## src/button_press_classifier_macros.svh

```systemverilog
// Assertion macros for the button press classifier.
// Expects clk and rst_n in the scope of use; no other dependencies.
`ifndef BUTTON_PRESS_CLASSIFIER_MACROS_SVH
`define BUTTON_PRESS_CLASSIFIER_MACROS_SVH

// same-cycle implication, disabled in reset
`define BPC_ASSERT_NOW(label, ante, cons, msg) \
  label: assert property (@(posedge clk) disable iff (!rst_n) (ante) |-> (cons)) \
    else $error(msg);

// next-cycle implication, disabled in reset
`define BPC_ASSERT_NEXT(label, ante, cons, msg) \
  label: assert property (@(posedge clk) disable iff (!rst_n) (ante) |=> (cons)) \
    else $error(msg);

`endif

```

## src/bpc_pkg.sv

```systemverilog
// Shared types and constants for the button press classifier.
// No dependencies.
package bpc_pkg;

  localparam int TS_W   = 32;
  localparam int CFG_W  = 16;
  localparam int EV_W   = 2;
  localparam int ADDR_W = 3;
  localparam int DATA_W = 32;

  localparam logic [EV_W-1:0] EV_NONE  = 2'd0;
  localparam logic [EV_W-1:0] EV_SHORT = 2'd1;
  localparam logic [EV_W-1:0] EV_LONG  = 2'd2;

  localparam logic REG_DEBOUNCE   = 1'b0;
  localparam logic REG_LONG_PRESS = 1'b1;

  localparam logic [CFG_W-1:0] DEBOUNCE_RST   = 16'd50;
  localparam logic [CFG_W-1:0] LONG_PRESS_RST = 16'd1000;

  typedef struct packed {
    logic [CFG_W-1:0] debounce_ms;
    logic [CFG_W-1:0] long_press_ms;
  } cfg_t;

endpackage

```

## src/bpc_if.sv

```systemverilog
// Valid/ready channel interfaces for samples and press events.
// Depends on bpc_pkg.
interface bpc_in_if;
  import bpc_pkg::*;
  logic            valid;
  logic            ready;
  logic            raw_pressed;
  logic [TS_W-1:0] now_ms;
  modport source(output valid, raw_pressed, now_ms, input ready);
  modport sink(input valid, raw_pressed, now_ms, output ready);
endinterface

interface bpc_out_if;
  import bpc_pkg::*;
  logic            valid;
  logic            ready;
  logic [EV_W-1:0] press_event;
  modport source(output valid, press_event, input ready);
  modport sink(input valid, press_event, output ready);
endinterface

```

## src/bpc_cfg_regs.sv

```systemverilog
// APB-style register file: debounce and long-press thresholds.
// Depends on bpc_pkg.
module bpc_cfg_regs (
  input  logic                          clk,
  input  logic                          rst_n,
  input  logic                          psel,
  input  logic                          penable,
  input  logic                          pwrite,
  input  logic [bpc_pkg::ADDR_W-1:0]    paddr,
  input  logic [bpc_pkg::DATA_W-1:0]    pwdata,
  output logic [bpc_pkg::DATA_W-1:0]    prdata,
  output logic                          pready,
  output bpc_pkg::cfg_t                 cfg
);
  import bpc_pkg::*;

  logic [CFG_W-1:0] debounce_r;
  logic [CFG_W-1:0] long_press_r;
  logic             wr_en;
  logic             reg_sel;

  assign pready  = 1'b1;
  assign reg_sel = paddr[2];
  assign wr_en   = psel & penable & pwrite & pready;

  always_ff @(posedge clk) begin
    if (!rst_n) begin
      debounce_r   <= DEBOUNCE_RST;
      long_press_r <= LONG_PRESS_RST;
    end else if (wr_en) begin
      unique case (reg_sel)
        REG_DEBOUNCE:   debounce_r   <= pwdata[CFG_W-1:0];
        REG_LONG_PRESS: long_press_r <= pwdata[CFG_W-1:0];
        default: ;
      endcase
    end
  end

  always_comb begin
    unique case (reg_sel)
      REG_DEBOUNCE:   prdata = DATA_W'(debounce_r);
      REG_LONG_PRESS: prdata = DATA_W'(long_press_r);
      default:        prdata = '0;
    endcase
  end

  assign cfg.debounce_ms   = debounce_r;
  assign cfg.long_press_ms = long_press_r;

endmodule

```

## src/bpc_core.sv

```systemverilog
// Debounce and press classification: state registers plus next-state logic.
// Depends on bpc_pkg.
module bpc_core (
  input  logic                       clk,
  input  logic                       rst_n,
  input  logic                       step,
  input  logic                       level,
  input  logic [bpc_pkg::TS_W-1:0]   now_ms,
  input  bpc_pkg::cfg_t              cfg,
  output logic [bpc_pkg::EV_W-1:0]   press_event
);
  import bpc_pkg::*;

  logic            raw_last_r,    raw_last_nxt;
  logic [TS_W-1:0] change_time_r, change_time_nxt;
  logic            held_r,        held_nxt;
  logic [TS_W-1:0] start_time_r,  start_time_nxt;
  logic            long_fired_r,  long_fired_nxt;
  logic            settled;
  logic            long_due;

  always_comb begin
    raw_last_nxt    = level;
    change_time_nxt = (level != raw_last_r) ? now_ms : change_time_r;
    held_nxt        = held_r;
    start_time_nxt  = start_time_r;
    long_fired_nxt  = long_fired_r;
    press_event     = EV_NONE;
    settled  = (now_ms - change_time_nxt) >= TS_W'(cfg.debounce_ms);
    long_due = (now_ms - start_time_r) >= TS_W'(cfg.long_press_ms);
    if (settled) begin
      priority if (level && !held_r) begin
        held_nxt       = 1'b1;
        start_time_nxt = now_ms;
        long_fired_nxt = 1'b0;
      end else if (level && held_r && !long_fired_r && long_due) begin
        long_fired_nxt = 1'b1;
        press_event    = EV_LONG;
      end else if (!level && held_r) begin
        held_nxt = 1'b0;
        if (!long_fired_r) press_event = EV_SHORT;
      end else begin
        press_event = EV_NONE;
      end
    end
  end

  always_ff @(posedge clk) begin
    if (!rst_n) begin
      raw_last_r    <= 1'b0;
      change_time_r <= '0;
      held_r        <= 1'b0;
      start_time_r  <= '0;
      long_fired_r  <= 1'b0;
    end else if (step) begin
      raw_last_r    <= raw_last_nxt;
      change_time_r <= change_time_nxt;
      held_r        <= held_nxt;
      start_time_r  <= start_time_nxt;
      long_fired_r  <= long_fired_nxt;
    end
  end

endmodule

```

## src/button_press_classifier.sv

```systemverilog
// Top level: input register, classifier core, result register, config regs.
// Depends on bpc_pkg, bpc_if, bpc_cfg_regs, bpc_core and the macros header.
//
//  channel  | ports            | moves
//  ---------+------------------+------------------------------------
//  in_ch    | valid/ready      | raw_pressed, now_ms per transaction
//  out_ch   | valid/ready      | press_event, one per input
//  cfg      | psel..pready APB | debounce_ms @0x0, long_press_ms @0x4
//
// Input and result are both registered; one transaction per cycle without stalls.
// The rate is set by the state update in bpc_core, done once per advanced item.
// Synchronous active-low reset clears both stages and the classifier state.
// A stalled output holds its result; the input register keeps accepting
// until it holds an item that cannot move on.
module button_press_classifier (
  input  logic                        clk,
  input  logic                        rst_n,
  bpc_in_if.sink                      in_ch,
  bpc_out_if.source                   out_ch,
  input  logic                        psel,
  input  logic                        penable,
  input  logic                        pwrite,
  input  logic [bpc_pkg::ADDR_W-1:0]  paddr,
  input  logic [bpc_pkg::DATA_W-1:0]  pwdata,
  output logic [bpc_pkg::DATA_W-1:0]  prdata,
  output logic                        pready
);
  import bpc_pkg::*;
  `include "button_press_classifier_macros.svh"

  cfg_t            cfg;
  logic            s1_valid_r;
  logic            s1_level_r;
  logic [TS_W-1:0] s1_now_r;
  logic            out_valid_r;
  logic [EV_W-1:0] out_event_r;
  logic [EV_W-1:0] core_event;
  logic            s1_adv;
  logic            in_take;

  bpc_cfg_regs u_cfg (
    .clk     (clk),
    .rst_n   (rst_n),
    .psel    (psel),
    .penable (penable),
    .pwrite  (pwrite),
    .paddr   (paddr),
    .pwdata  (pwdata),
    .prdata  (prdata),
    .pready  (pready),
    .cfg     (cfg)
  );

  assign s1_adv       = s1_valid_r && (!out_valid_r || out_ch.ready);
  assign in_ch.ready  = !s1_valid_r || s1_adv;
  assign in_take      = in_ch.valid && in_ch.ready;

  bpc_core u_core (
    .clk         (clk),
    .rst_n       (rst_n),
    .step        (s1_adv),
    .level       (s1_level_r),
    .now_ms      (s1_now_r),
    .cfg         (cfg),
    .press_event (core_event)
  );

  always_ff @(posedge clk) begin
    if (!rst_n) begin
      s1_valid_r <= 1'b0;
    end else if (in_ch.ready) begin
      s1_valid_r <= in_ch.valid;
    end
  end

  always_ff @(posedge clk) begin
    if (in_take) begin
      s1_level_r <= in_ch.raw_pressed;
      s1_now_r   <= in_ch.now_ms;
    end
  end

  always_ff @(posedge clk) begin
    if (!rst_n) begin
      out_valid_r <= 1'b0;
    end else if (s1_adv) begin
      out_valid_r <= 1'b1;
    end else if (out_ch.ready) begin
      out_valid_r <= 1'b0;
    end
  end

  always_ff @(posedge clk) begin
    if (s1_adv) begin
      out_event_r <= core_event;
    end
  end

  assign out_ch.valid       = out_valid_r;
  assign out_ch.press_event = out_event_r;

  `BPC_ASSERT_NOW(a_no_bad_code, out_valid_r, out_event_r <= EV_LONG, "invalid press event code")
  `BPC_ASSERT_NEXT(a_s1_hold, s1_valid_r && !s1_adv, s1_valid_r, "stage-1 item dropped")
  `BPC_ASSERT_NEXT(a_s1_to_out, s1_adv, out_valid_r, "advanced item missing at output")
  `BPC_ASSERT_NEXT(a_take_lands, in_take, s1_valid_r, "accepted transaction not registered")

endmodule

```

## src/flat_wrapper.sv

```systemverilog
// flat-port wrapper written by rule: the top's interface ports become plain ports
module button_press_classifier_flat import bpc_pkg::*;
  (clk, rst_n, psel, penable, pwrite, paddr, pwdata, prdata, pready, in_ch_valid, in_ch_raw_pressed, in_ch_now_ms, in_ch_ready, out_ch_valid, out_ch_press_event, out_ch_ready);
  bpc_in_if in_ch_i ();
  bpc_out_if out_ch_i ();
  input  logic clk;
  input  logic rst_n;
  input  logic psel;
  input  logic penable;
  input  logic pwrite;
  input  logic [bpc_pkg::ADDR_W-1:0] paddr;
  input  logic [bpc_pkg::DATA_W-1:0] pwdata;
  output logic [bpc_pkg::DATA_W-1:0] prdata;
  output logic pready;
  input wire logic [$bits(in_ch_i.valid)-1:0] in_ch_valid;
  input wire logic [$bits(in_ch_i.raw_pressed)-1:0] in_ch_raw_pressed;
  input wire logic [$bits(in_ch_i.now_ms)-1:0] in_ch_now_ms;
  output wire logic [$bits(in_ch_i.ready)-1:0] in_ch_ready;
  output wire logic [$bits(out_ch_i.valid)-1:0] out_ch_valid;
  output wire logic [$bits(out_ch_i.press_event)-1:0] out_ch_press_event;
  input wire logic [$bits(out_ch_i.ready)-1:0] out_ch_ready;
  assign in_ch_i.valid = in_ch_valid;
  assign in_ch_i.raw_pressed = in_ch_raw_pressed;
  assign in_ch_i.now_ms = in_ch_now_ms;
  assign in_ch_ready = in_ch_i.ready;
  assign out_ch_valid = out_ch_i.valid;
  assign out_ch_press_event = out_ch_i.press_event;
  assign out_ch_i.ready = out_ch_ready;
  button_press_classifier u_core (.clk(clk), .rst_n(rst_n), .in_ch(in_ch_i), .out_ch(out_ch_i), .psel(psel), .penable(penable), .pwrite(pwrite), .paddr(paddr), .pwdata(pwdata), .prdata(prdata), .pready(pready));
endmodule
```

## config.mk

```make
export PLATFORM = sky130hd
export DESIGN_NAME = button_press_classifier_flat
export DESIGN_NICKNAME = d
export VERILOG_FILES = /design/src/bpc_pkg.sv /design/src/bpc_if.sv /design/src/bpc_cfg_regs.sv /design/src/bpc_core.sv /design/src/button_press_classifier.sv /design/src/flat_wrapper.sv
export VERILOG_INCLUDE_DIRS = /design/src /design/src/src
export SDC_FILE = /design/constraint.sdc
export NUM_CORES = 1
export LEC_CHECK = 0
export BUFFER_PORTS_ARGS = -buffer_cell sky130_fd_sc_hd__buf_2
export CORE_AREA = 5 5 196 151
export DETAILED_ROUTE_END_ITERATION = 10
export DIE_AREA = 0 0 201 156
export GPL_TIMING_DRIVEN = 0
export PLACE_DENSITY = 0.62
export SYNTH_ARGS = -nofsm -noshare
export SYNTH_HDL_FRONTEND = slang
export SYNTH_SLANG_ARGS = --single-unit
```

## constraint.sdc

```tcl
create_clock -name clk -period 9.9 [get_ports clk]
set_input_delay 0 -clock clk [delete_from_list [all_inputs] [get_ports clk]]
set_output_delay 0 -clock clk [all_outputs]
set_load 0.005 [all_outputs]
```

==> results.json, run 1 <==
{
  "synth_area_per_cell_sq_um": 7.95,
  "cp.arrival_ns": 8.42,
  "switching_power_uw": 639,
  "finalHoldViolCount": 0,
  "clkSinkCount": 136,
  "drive_gt1_share_pct": 9.92,
  "critPathBufInv": 5,
  "ioPinCount": 112,
  "powerDensity_nw_per_um2": 143,
  "grt_max_degree": 34,
  "critical_path_class": "register to register",
  "synth_cells": 1360,
  "fin_crit_sh_pct": 81.5,
  "drc": 0,
  "clockBufferDepth": 2,
  "drt_iter0_drc": 965,
  "path_clk_slew_ns": 0.07,
  "track_usage_pct": 21.0,
  "final_common_cell": "nand2_1",
  "synth_ff_type": "dfxtp_1",
  "status": "finished clean",
  "viasPerCell": 5.55,
  "synth_edf_count": 35,
  "skew_ns": 0.00971,
  "hold_path_class": "primary input to register",
  "final_antenna_net_count": 0,
  "finalNetCount": 1683,
  "path_max_fanout": 10,
  "worstSetupEndpointType": "register",
  "mostFrequentLayoutCells": "nand2_1 (254), dfxtp_1 (101), inv_1 (97)",
  "hold_buffers": 52,
  "worst_slew_pin_slew_ns": 0.920,
  "ir_drop_v": 0.000104,
  "ctsResizeCount": 0,
  "hold_ws_ns": 0.0666,
  "p_sw_share_pct": 34.9,
  "critPathRequiredTime_ns": 10.25,
  "start_kind": "register",
  "n_antenna_cell": 0,
  "post-cts-setup-buffers": 0,
  "fmax_ghz": 0.124,
  "setup_ws_ns": 1.83,
  "ys_ff_latch": 136,
  "crit_family": "simple AND/OR/NAND/NOR gates",
  "multi_input_area_sq_um": 7030,
  "slew-limit-headroom_pct": 38.7,
  "p_leak_nw": 5.10,
  "dpl-instance-area_sq_um": 11700,
  "drv_slew": 0,
  "synth_area_sq_um": 10800,
  "areaGrowthSynthToFinish_pct": 18.2,
  "p_int_mw": 1.19,
  "chipWidth_um": 201,
  "dr.pass1.iters": 5,
  "seqCellArea_sq_um": 3070,
  "p_seq_share_pct": 34.0,
  "utilization_pct": 46.4,
  "cts-root-buf": "clkbuf_16",
  "dp_hpwl_um": 26300,
  "start_util_pct": 39.3,
  "combPwrFrac_pct": 30.8,
  "tns_ns": 0,
  "cts_tree": "done",
  "htreeDepth": 4,
  "die-area_sq_um": 31400,
  "synth_simple_gate_area_share_pct": 21.0,
  "fin_total_pwr_mw": 1.83,
  "setup_viol": 0,
  "max_stage_delay_ns": 0.63,
  "netlist.area_leader.share_pct": 18.7,
  "wirelength_um": 33400,
  "worst_path_max_delay_cell": "clkbuf_1",
  "die_h_um": 156,
  "yosysTopAreaCell": "dfxtp_1",
  "synthArstFlopShare_pct": 0,
  "ys_warn_count": 0,
  "wl_per_cell_um": 17.7,
  "gr-total-overflow": 0,
  "rows": 53,
  "synthXorXnorAreaFrac_pct": 3.64,
  "dp.cells": 1806,
  "vias": 10493,
  "antenna_found_initial": 0,
  "synth_top_family_by_area": "compound AO/OA/AOI/OAI gates",
  "synthAdderAreaFrac_pct": 10.9,
  "first_global_vias": 9896,
  "finalCriticalPeriod_ns": 8.07,
  "grt_setup_unrepaired": "no",
  "synth_cell_types": 91,
  "place_ws_ns": 1.97,
  "port_buffers": 74,
  "muxShareOfSynthArea_pct": 5.66,
  "synthTopCellsByArea": "dfxtp_1 (19%), ha_1 (10%), edfxtp_1 (9.7%)",
  "insertion_delay_ns": 0.43,
  "fillCellCount": 2709,
  "grt_pass1_wl_um": 53100,
  "cts_buffers": 17,
  "ys_seq_area_share_pct": 28.4,
  "fin_cells": 1890,
  "gp_congestion": 0.939,
  "maxCapViolCount": 0,
  "core_area_sq_um": 27500,
  "final_cell_area_sq_um": 12800,
  "synth_compound_area_share_pct": 23.2,
  "p_clk_share_pct": 35.2
}
[layer usage]
| layer | track usage (%) | share of wire (%) | up-vias | wire length, um |
|---|---|---|---|---|
| li1 | - | - | 5131 | - |
| met1 | 30.5 | 49 | 5012 | 16300 |
| met2 | 33.3 | 44 | 327 | 14600 |
| met3 | 3.05 | 6.4 | 23 | 2150 |
| met4 | 4.23 | 1.0 | 0 | 335 |
| met5 | 0 | 0 | - | 0 |
[final timing paths]
kind                                  start                             end  slack [ns]  cells past startpoint
min                                 penable    u_core.u_cfg.long_press_r[1]        0.07                      5
max                       u_core.s1_level_r   u_core.u_core.start_time_r[6]        1.83                     25
min reg2reg  u_core.u_core.start_time_r[28]  u_core.u_core.start_time_r[28]        0.46                      2
max reg2reg               u_core.s1_level_r   u_core.u_core.start_time_r[6]        1.83                     25
[worst register-to-register path: cells and delay by family (launching register included)]
family          cells  cell delay [ns]
compound gates      5             1.46
xor+xnor            2             0.91
fa+ha+maj           2             0.71
buf+inv             5             1.91
flops               1             0.55
mux                 2             0.36
simple gates        9             2.11
[cells by family after synthesis]
group,after synthesis
AND/OR/NAND/NOR,492
AO/OA/AOI/OAI,356
buffers and inverters,174
flip-flops,136
adder cells (fa/ha/maj),95
multiplexers,61
XOR/XNOR,44
other,2
[power groups by stage]
stage,Clock (mW),Combinational (mW),Sequential (mW)
2_1_floorplan,0,0.392,0.622
3_3_place_gp,0,0.529,0.632
3_5_place_dp,0,0.536,0.633
4_1_cts,0.655,0.556,0.621
5_1_grt,0.674,0.623,0.624
6_report,0.644,0.564,0.622
[final cells by class]
class	count	area share (%)
Inverter	97	2.85
Clock inverter	14	1.15
Timing Repair Buffer	126	6.97
Multi-Input combinational cell	1065	55.0
Sequential cell	136	24.0
Tap cell	357	3.50
Clock buffer	18	3.36
Buffer	77	3.12
[flip-flops by register name (all words and copies together), names as in the netlist]
register                     count
u_core.s1_level_r                1
u_core.u_core.start_time_r      32
u_core.u_cfg.debounce_r         16
u_core.u_cfg.long_press_r       16
u_core.s1_valid_r                1
u_core.u_core.held_r             1
u_core.s1_now_r                 32
u_core.u_core.raw_last_r         1
u_core.out_ch.valid              1
u_core.u_core.long_fired_r       1
u_core.u_core.change_time_r     32
u_core.out_ch.press_event        2
[cells in the mapped netlist (21+ instances only)]
cell	number
o21ai_0	59
a21boi_0	49
nand3_1	21
a21oi_1	71
clkbuf_1	54
a21o_1	23
a211oi_1	24
nand2b_1	23
edfxtp_1	35
dfxtp_1	101
mux2i_1	60
xnor2_1	27
nand2_1	254
inv_1	97
ha_1	87
nor2_1	81
(Power assumes the default switching activity.)
==> run 2, diff against run 1 <==
Clock period 9.9 ns to 8.3 ns, I/O delays scaled along.
==> run 2 against run 1 <==
Global-route usage unchanged; via count about the same; combinational power up 19%; setup slack worse by 1.4 ns; routed wire length about the same; utilization about the same; clock power up 19%; final cell count unchanged; flip-flop and latch count unchanged; sequential share of layout area about the same; worst hold slack about the same; total power up 19%.
==> results.json, run 2 (synthesis gave the netlist of run 1 again) <==
{
  "grt_max_degree": 34,
  "powerDensity_nw_per_um2": 171,
  "setup_viol": 0,
  "chipWidth_um": 201,
  "cp.arrival_ns": 8.18,
  "clockBufferDepth": 2,
  "areaGrowthSynthToFinish_pct": 18.2,
  "drt_iter0_drc": 957,
  "die-area_sq_um": 31400,
  "first_global_vias": 9896,
  "mostFrequentLayoutCells": "nand2_1 (254), dfxtp_1 (101), inv_1 (97)",
  "htreeDepth": 4,
  "start_util_pct": 39.3,
  "hold_path_class": "primary input to register",
  "ioPinCount": 112,
  "status": "finished clean",
  "fin_cells": 1890,
  "worst_slew_pin_slew_ns": 0.923,
  "path_max_fanout": 10,
  "dr.pass1.iters": 5,
  "ir_drop_v": 0.000125,
  "core_area_sq_um": 27500,
  "cts_tree": "done",
  "drc": 0,
  "dp.cells": 1806,
  "fmax_ghz": 0.128,
  "skew_ns": 0.00976,
  "post-cts-setup-buffers": 0,
  "critPathBufInv": 5,
  "antenna_found_initial": 0,
  "grt_setup_unrepaired": "no",
  "critPathRequiredTime_ns": 8.65,
  "cts-root-buf": "clkbuf_16",
  "tns_ns": 0,
  "path_clk_slew_ns": 0.07,
  "r2r_cells": 25,
  "slew-limit-headroom_pct": 38.5,
  "vias": 10483,
  "final_common_cell": "nand2_1",
  "finalNetCount": 1683,
  "gp_congestion": 0.939,
  "die_h_um": 156,
  "insertion_delay_ns": 0.43,
  "grt_pass1_wl_um": 53100,
  "wl_per_cell_um": 17.7,
  "rrSetupSlack_ns": 0.47,
  "fin_crit_sh_pct": 94.4,
  "rows": 53,
  "gr-total-overflow": 0,
  "cts_buffers": 17,
  "hold_depth": 5,
  "max_stage_delay_ns": 0.63,
  "crit_family": "simple AND/OR/NAND/NOR gates",
  "finalCriticalPeriod_ns": 7.83,
  "worstSetupEndpointType": "register",
  "drv_slew": 0,
  "hold_start": "penable",
  "maxCapViolCount": 0,
  "track_usage_pct": 21.0,
  "finalHoldViolCount": 0,
  "p_leak_nw": 5.10,
  "drive_gt1_share_pct": 9.98,
  "hold_end": "u_core.u_cfg.long_press_r[1]",
  "n_antenna_cell": 0,
  "dp_hpwl_um": 26300,
  "worst_path_max_delay_cell": "clkbuf_1",
  "viasPerCell": 5.55,
  "clkSinkCount": 136,
  "start_kind": "register",
  "critical_path_class": "register to register",
  "reg_top3": "u_core.s1_now_r (32), u_core.u_core.change_time_r (32), u_core.u_core.start_time_r (32)",
  "port_buffers": 74,
  "wirelength_um": 33400,
  "final_antenna_net_count": 0,
  "reg2reg_from": "u_core.s1_level_r",
  "timing.rr.end": "u_core.u_core.start_time_r[6]"
}
-- run 2: cell counts in the layout (fill, tap and decap cells not counted) --
No cell type changed its count.
-- run 2: what timing repair did --
action / in CTS / in global routing
endpoints found under the hold margin: 67 / 0
hold buffers: 52 / 0
gates resized for setup: 0 / 2
setup endpoints to repair: 0 / 36
-- run 2: cell type report --
type	instances	area, sq um
clock buffers	18	429
fillers	2708	14700
plain buffers	77	400
clock inverters	14	146
inverters	97	364
multi-input cells	1065	7030
flip-flops and latches	136	3070
well taps	357	447
repair buffers	126	891
-- run 2: worst min-delay path: cells and delay by family --
kind / cells / cell delay [ns]
simple gates: 3 / 0.27
compound gates: 1 / 0.06
buf+inv: 1 / 0.10
-- run 2: metal layers --
layer  routed length [um]  global-route usage (%)
met1                16400                    30.5
met2                14700                    33.3
met3                 2030                    3.05
met4                  333                    4.23
met5                    0                       0
-- run 2: power by group --
part,leakage (nW),switching (mW),internal [mW]
clock network,0.269,0.324,0.444
logic,3.66,0.407,0.266
registers,1.16,0.0318,0.710
-- run 2: worst max-delay path by stage --
| stage | from | endpoint | cells after the start |
|---|---|---|---|
| floorplan | u_core.s1_level_r | u_core.u_core.start_time_r[10] | 26 |
| global placement | u_core.s1_level_r | u_core.u_core.start_time_r[6] | 25 |
| detailed placement | u_core.s1_level_r | u_core.u_core.long_fired_r | 25 |
| CTS | u_core.s1_level_r | u_core.u_core.long_fired_r | 25 |
| global route | u_core.s1_level_r | u_core.u_core.start_time_r[20] | 25 |
| finish | u_core.s1_level_r | u_core.u_core.start_time_r[6] | 25 |
-- run 2: metrics by stage --
stage                     power [mW]  cell area (sq um)  worst slack (ns)  hold slack (ns)  util, %
after floorplan                 1.21              10900              2.37           0.0989        -
after global placement          1.38              11700             0.401            0.179     42.4
after detailed placement        1.39              11700             0.366            0.178     42.5
after CTS                       2.18              12800             0.322           0.0287     46.4
after global routing            2.29              12800           0.00644           0.0912     46.4
final                           2.18              12800             0.466           0.0667     46.4
